===== config.mk =====
export PLATFORM = sky130hd
export DESIGN_NAME = swz_ram
export DESIGN_NICKNAME = d
export VERILOG_FILES = /design/src/design/sliding_window_zscore_normalizer_macros.svh /design/src/design/swz_ram.sv
export SDC_FILE = /design/constraint.sdc
export NUM_CORES = 1
export LEC_CHECK = 0
export ABC_AREA = 1
export BUFFER_PORTS_ARGS = -buffer_cell sky130_fd_sc_hd__buf_4
export CORE_MARGIN = 3
export CORE_UTILIZATION = 56
export CTS_CLUSTER_DIAMETER = 50
export DETAILED_ROUTE_END_ITERATION = 10
export PLACE_DENSITY = 0.86
export SETUP_SLACK_MARGIN = 0.3
export SYNTH_ARGS = -nofsm -noshare
export SYNTH_HDL_FRONTEND = slang
export SYNTH_SLANG_ARGS = --single-unit

===== constraint.sdc =====
create_clock -name clk -period 1.6 [get_ports clk]
set_clock_uncertainty 0.05 [all_clocks]
set_input_delay 0.24 -clock clk [delete_from_list [all_inputs] [get_ports clk]]
set_output_delay 0.24 -clock clk [all_outputs]
set_load 0.05 [all_outputs]

===== src/design/sliding_window_zscore_normalizer_macros.svh =====
// assertion macros for the sliding window z-score normalizer
// no dependencies; included by the top level
`ifndef SLIDING_WINDOW_ZSCORE_NORMALIZER_MACROS_SVH
`define SLIDING_WINDOW_ZSCORE_NORMALIZER_MACROS_SVH
`ifndef SYNTH
`define SWZ_ASSERT(lbl, clk, rst_n, prop, msg) \
	lbl: assert property (@(posedge clk) disable iff (!rst_n) prop) else $error(msg);
`define SWZ_ASSERT_NEXT(lbl, clk, rst_n, ante, cons, msg) \
	lbl: assert property (@(posedge clk) disable iff (!rst_n) (ante) |=> (cons)) else $error(msg);
`else
`define SWZ_ASSERT(lbl, clk, rst_n, prop, msg)
`define SWZ_ASSERT_NEXT(lbl, clk, rst_n, ante, cons, msg)
`endif
`endif


===== src/design/swz_ram.sv =====
// generic single write, single read ram with registered read data
// no dependencies
module swz_ram #(
	parameter int WIDTH = 16,
	parameter int DEPTH = 32,
	parameter int AW = (DEPTH > 1) ? $clog2(DEPTH) : 1
) (
	input logic clk,
	input logic we,
	input logic [AW-1:0] waddr,
	input logic [WIDTH-1:0] wdata,
	input logic [AW-1:0] raddr,
	output logic [WIDTH-1:0] rdata
);

	logic [WIDTH-1:0] mem [DEPTH];

	always_ff @(posedge clk) begin
		if (we) begin
			mem[waddr] <= wdata;
		end
		rdata <= mem[raddr];
	end

endmodule


==> summary.md <==
| Metric | Value |
|---|---|
| Run status | `complete, no violations` |
| Proportion of layout cells with a drive suffix above 1 | `14.29%` |
| Final hold slack | `72.47 ps` |
| Total number of vias | `14.82k` |
| Final weighted congestion of routability-driven global placement | `0.8275` |
| Initial Util | `57.50%` |
| Area of the core | `37,050 um2` |
| Cell area power density | `1182 nW/um2` |
| Master of the slowest instance on the critical path | `sky130_fd_sc_hd__dfxtp_2` |
| Final nets | `1,884` |
| CP startpoint kind | `flip-flop` |
| Buffer and inverter count on the worst path | `1` |
| Crit-path max cell delay | `370 ps` |
| Clock Path Buffers | `3` |
| Remaining DRCs | `0` |
| Cell family with most CP delay | `flip-flops` |
| TritonCTS sink count | `528` |
| Start-to-end type of the worst setup path | `reg2out` |
| Storage element area | `15,730 um2` |
| Pin count of the biggest net entering global routing | `75` |
| Root Driver | `sky130_fd_sc_hd__clkbuf_16` |
| Setup total negative slack | `0 ps` |
| Worst Setup Slack, final | `211.0 ps` |
| Crit-path cells | `buf_8` |
| CTS H-Tree Depth | `2` |
| Count of final hold-check violations | `0` |
| Iteration count of the initial detailed-routing pass | `6` |
| Total global routing track utilization | `27.49%` |
| Detailed-route wire length | `56,270 um` |
| Final Critical Period | `1389 ps` |
| Number of core rows | `70` |
| Data arrival at the endpoint of the critical path | `1100 ps` |
| Crit. End Element | `output port` |
| Syn Area/Cell | `11.87 um2` |
| Vias in the first global route | `14.92k` |
| Post-placement worst setup slack | `-176.4 ps` |
| Number of antenna diodes | `0` |
| Fmax | `719.9 MHz` |
| Warning count from the yosys run | `0` |
| Die boundary height | `201.0 um` |
| Setup repair after global routing missed its margin | `yes` |
| Tightest Pin Transition | `424.0 ps` |
| Antenna violations before repair | `0` |
| Routed length per instance | `23.44 um` |
| Vias/cell | `6.173` |
| VDD IR max | `0.7574 mV` |
| I/O Buffers | `43` |
| Worst slew margin relative to its limit | `71.74%` |
| Count of state elements after synthesis | `528` |
| Clock buffers created by TritonCTS | `51` |
| Synthesized instance count | `1,794` |
| Synth unique cells | `15` |
| Worst skew pair latency | `570 ps` |
| Summed instance area of the synthesized netlist | `21,300 um2` |
| TritonCTS clock tree | `done` |
| Number of maximum-capacitance constraint violations | `0` |
| Multi-input gate area in the final layout | `5200 um2` |
| Leakage power | `0.009055 uW` |
| Post-CTS Setup Repair Bufs | `0` |
| Area of the die | `40,420 um2` |
| Clock-pin slew on the worst setup and hold paths | `60 ps` |
| Filler Cell Count | `2,334` |
| Sum of overflow across all layers after global routing | `0` |
| Max Fanout on Critical Path | `1` |
| Number of max-slew violations in the final report | `0` |
| Setup-violating endpoint count in the final report | `0` |
| Chip Width | `201.0 um` |
| Register area share after synthesis | `73.68%` |
| Hpwl dp | `31,760 um` |
| Worst hold path class | `in2reg` |
| First-pass GRT wire length | `85,360 um` |
| Syn-to-layout area delta | `16.96%` |
| Number of DRC violations after detailed-routing iteration 0 | `2,424` |
| Period Utilization, post-route | `86.81%` |
| Required time of the critical path | `1310 ps` |
| Post-DRT Antenna Nets | `0` |
| Total I/O pin count | `44` |
| Final standard cell utilization of the core | `67.25%` |
| Synthesized Nets | `1,822` |
==> Yosys cell counts <==
cell                       instances  area share [%]
sky130_fd_sc_hd__buf_12            1           0.094
sky130_fd_sc_hd__dfxtp_1          16             1.5
sky130_fd_sc_hd__buf_1             2           0.035
sky130_fd_sc_hd__buf_2            33            0.78
sky130_fd_sc_hd__inv_1             8            0.14
sky130_fd_sc_hd__buf_4            28            0.99
sky130_fd_sc_hd__nand3_1         396             9.3
sky130_fd_sc_hd__buf_8             1           0.070
sky130_fd_sc_hd__clkbuf_1         19            0.33
sky130_fd_sc_hd__inv_6             1           0.041
sky130_fd_sc_hd__nor2_1           32            0.56
sky130_fd_sc_hd__inv_2             1           0.018
sky130_fd_sc_hd__nand2_1         720              13
sky130_fd_sc_hd__edfxtp_1        512              72
sky130_fd_sc_hd__buf_6            24             1.3
==> stage by stage <==
stage	total power [uW]	cell area, um2	std cells
finish	29440	24920	2401
global placement	17820	23080	2306
CTS	29400	24860	2401
floorplan	17000	21640	1794
detailed placement	17910	23080	2306
global route	30190	24920	2401
==> registers in the layout, summed over array words and instances, names as in the netlist <==
register	flops
mem	512
rdata	16
==> kinds of logic (layout without fill, tap and decap cells) <==
logic type             count (synthesis)  after routing  synth area share (%)
DFF                                  528            528                 73.68
and+or+nand+nor                     1148           1148                 22.56
buffers and inverters                118            221                 3.765
==> cell usage in the layout (no fill, tap or decap), types with 2 or more instances in the layout <==
master	count
sky130_fd_sc_hd__nand2_1	702
sky130_fd_sc_hd__edfxtp_1	512
sky130_fd_sc_hd__nand3_1	380
sky130_fd_sc_hd__buf_12	55
sky130_fd_sc_hd__clkbuf_16	53
sky130_fd_sc_hd__buf_4	44
sky130_fd_sc_hd__nor2_4	32
sky130_fd_sc_hd__nand2_2	18
sky130_fd_sc_hd__clkbuf_1	18
sky130_fd_sc_hd__buf_8	16
sky130_fd_sc_hd__nand3_2	12
sky130_fd_sc_hd__dfxtp_2	9
sky130_fd_sc_hd__clkinv_1	8
sky130_fd_sc_hd__dfxtp_4	7
sky130_fd_sc_hd__inv_1	5
sky130_fd_sc_hd__clkinvlp_4	5
sky130_fd_sc_hd__clkinv_2	5
sky130_fd_sc_hd__nand3_4	4
sky130_fd_sc_hd__bufinv_16	3
sky130_fd_sc_hd__inv_6	2
sky130_fd_sc_hd__clkbuf_8	2
==> power breakdown <==
part | total (uW) | leakage, uW | internal [uW] | switching, uW
Sequential | 15500 | 0.00475 | 15400 | 99.2
Combinational | 2350 | 0.00353 | 703 | 1650
Clock | 11600 | 0.000772 | 6660 | 4950
Total | 29400 | 0.00905 | 22700 | 6700
==> path summary, 6_finish.rpt <==
kind,startpoint,to,slack (ps),cells past startpoint
worst max register to register,mem[15][15],rdata[15],340,8
worst min-delay path,wdata[10],mem[1][10],70,1
worst max-delay path,rdata[9],rdata[9],210,1
worst min register to register,mem[0][5],rdata[5],740,8
==> timing repair <==
action	4_1_cts	5_1_grt
resized for setup	57	20
endpoints found under the setup margin	18	25
endpoints found under the hold margin	7	0
pin swaps	0	5
hold buffers	1	0
==> final cells by class <==
cell class	count	area share [%]
Clock inverter	21	0.7432
Timing Repair Buffer	117	6.795
Tap cell	504	2.531
Sequential cell	528	63.14
Inverter	10	0.2109
Multi-Input combinational cell	1148	20.87
Clock buffer	73	5.705
==> metal layers <==
| metal | share of wire (%) | global-route usage, % | vias to the layer above |
|---|---|---|---|
| met1 | 34 | 36.16 | 7031 |
| met3 | 13 | 5.465 | 215 |
| met2 | 48 | 44.22 | 1199 |
| met4 | 5.0 | 13.58 | 0 |
| met5 | 0 | 0 | - |
| li1 | - | - | 6376 |
Power figures use the tool's default switching activity.
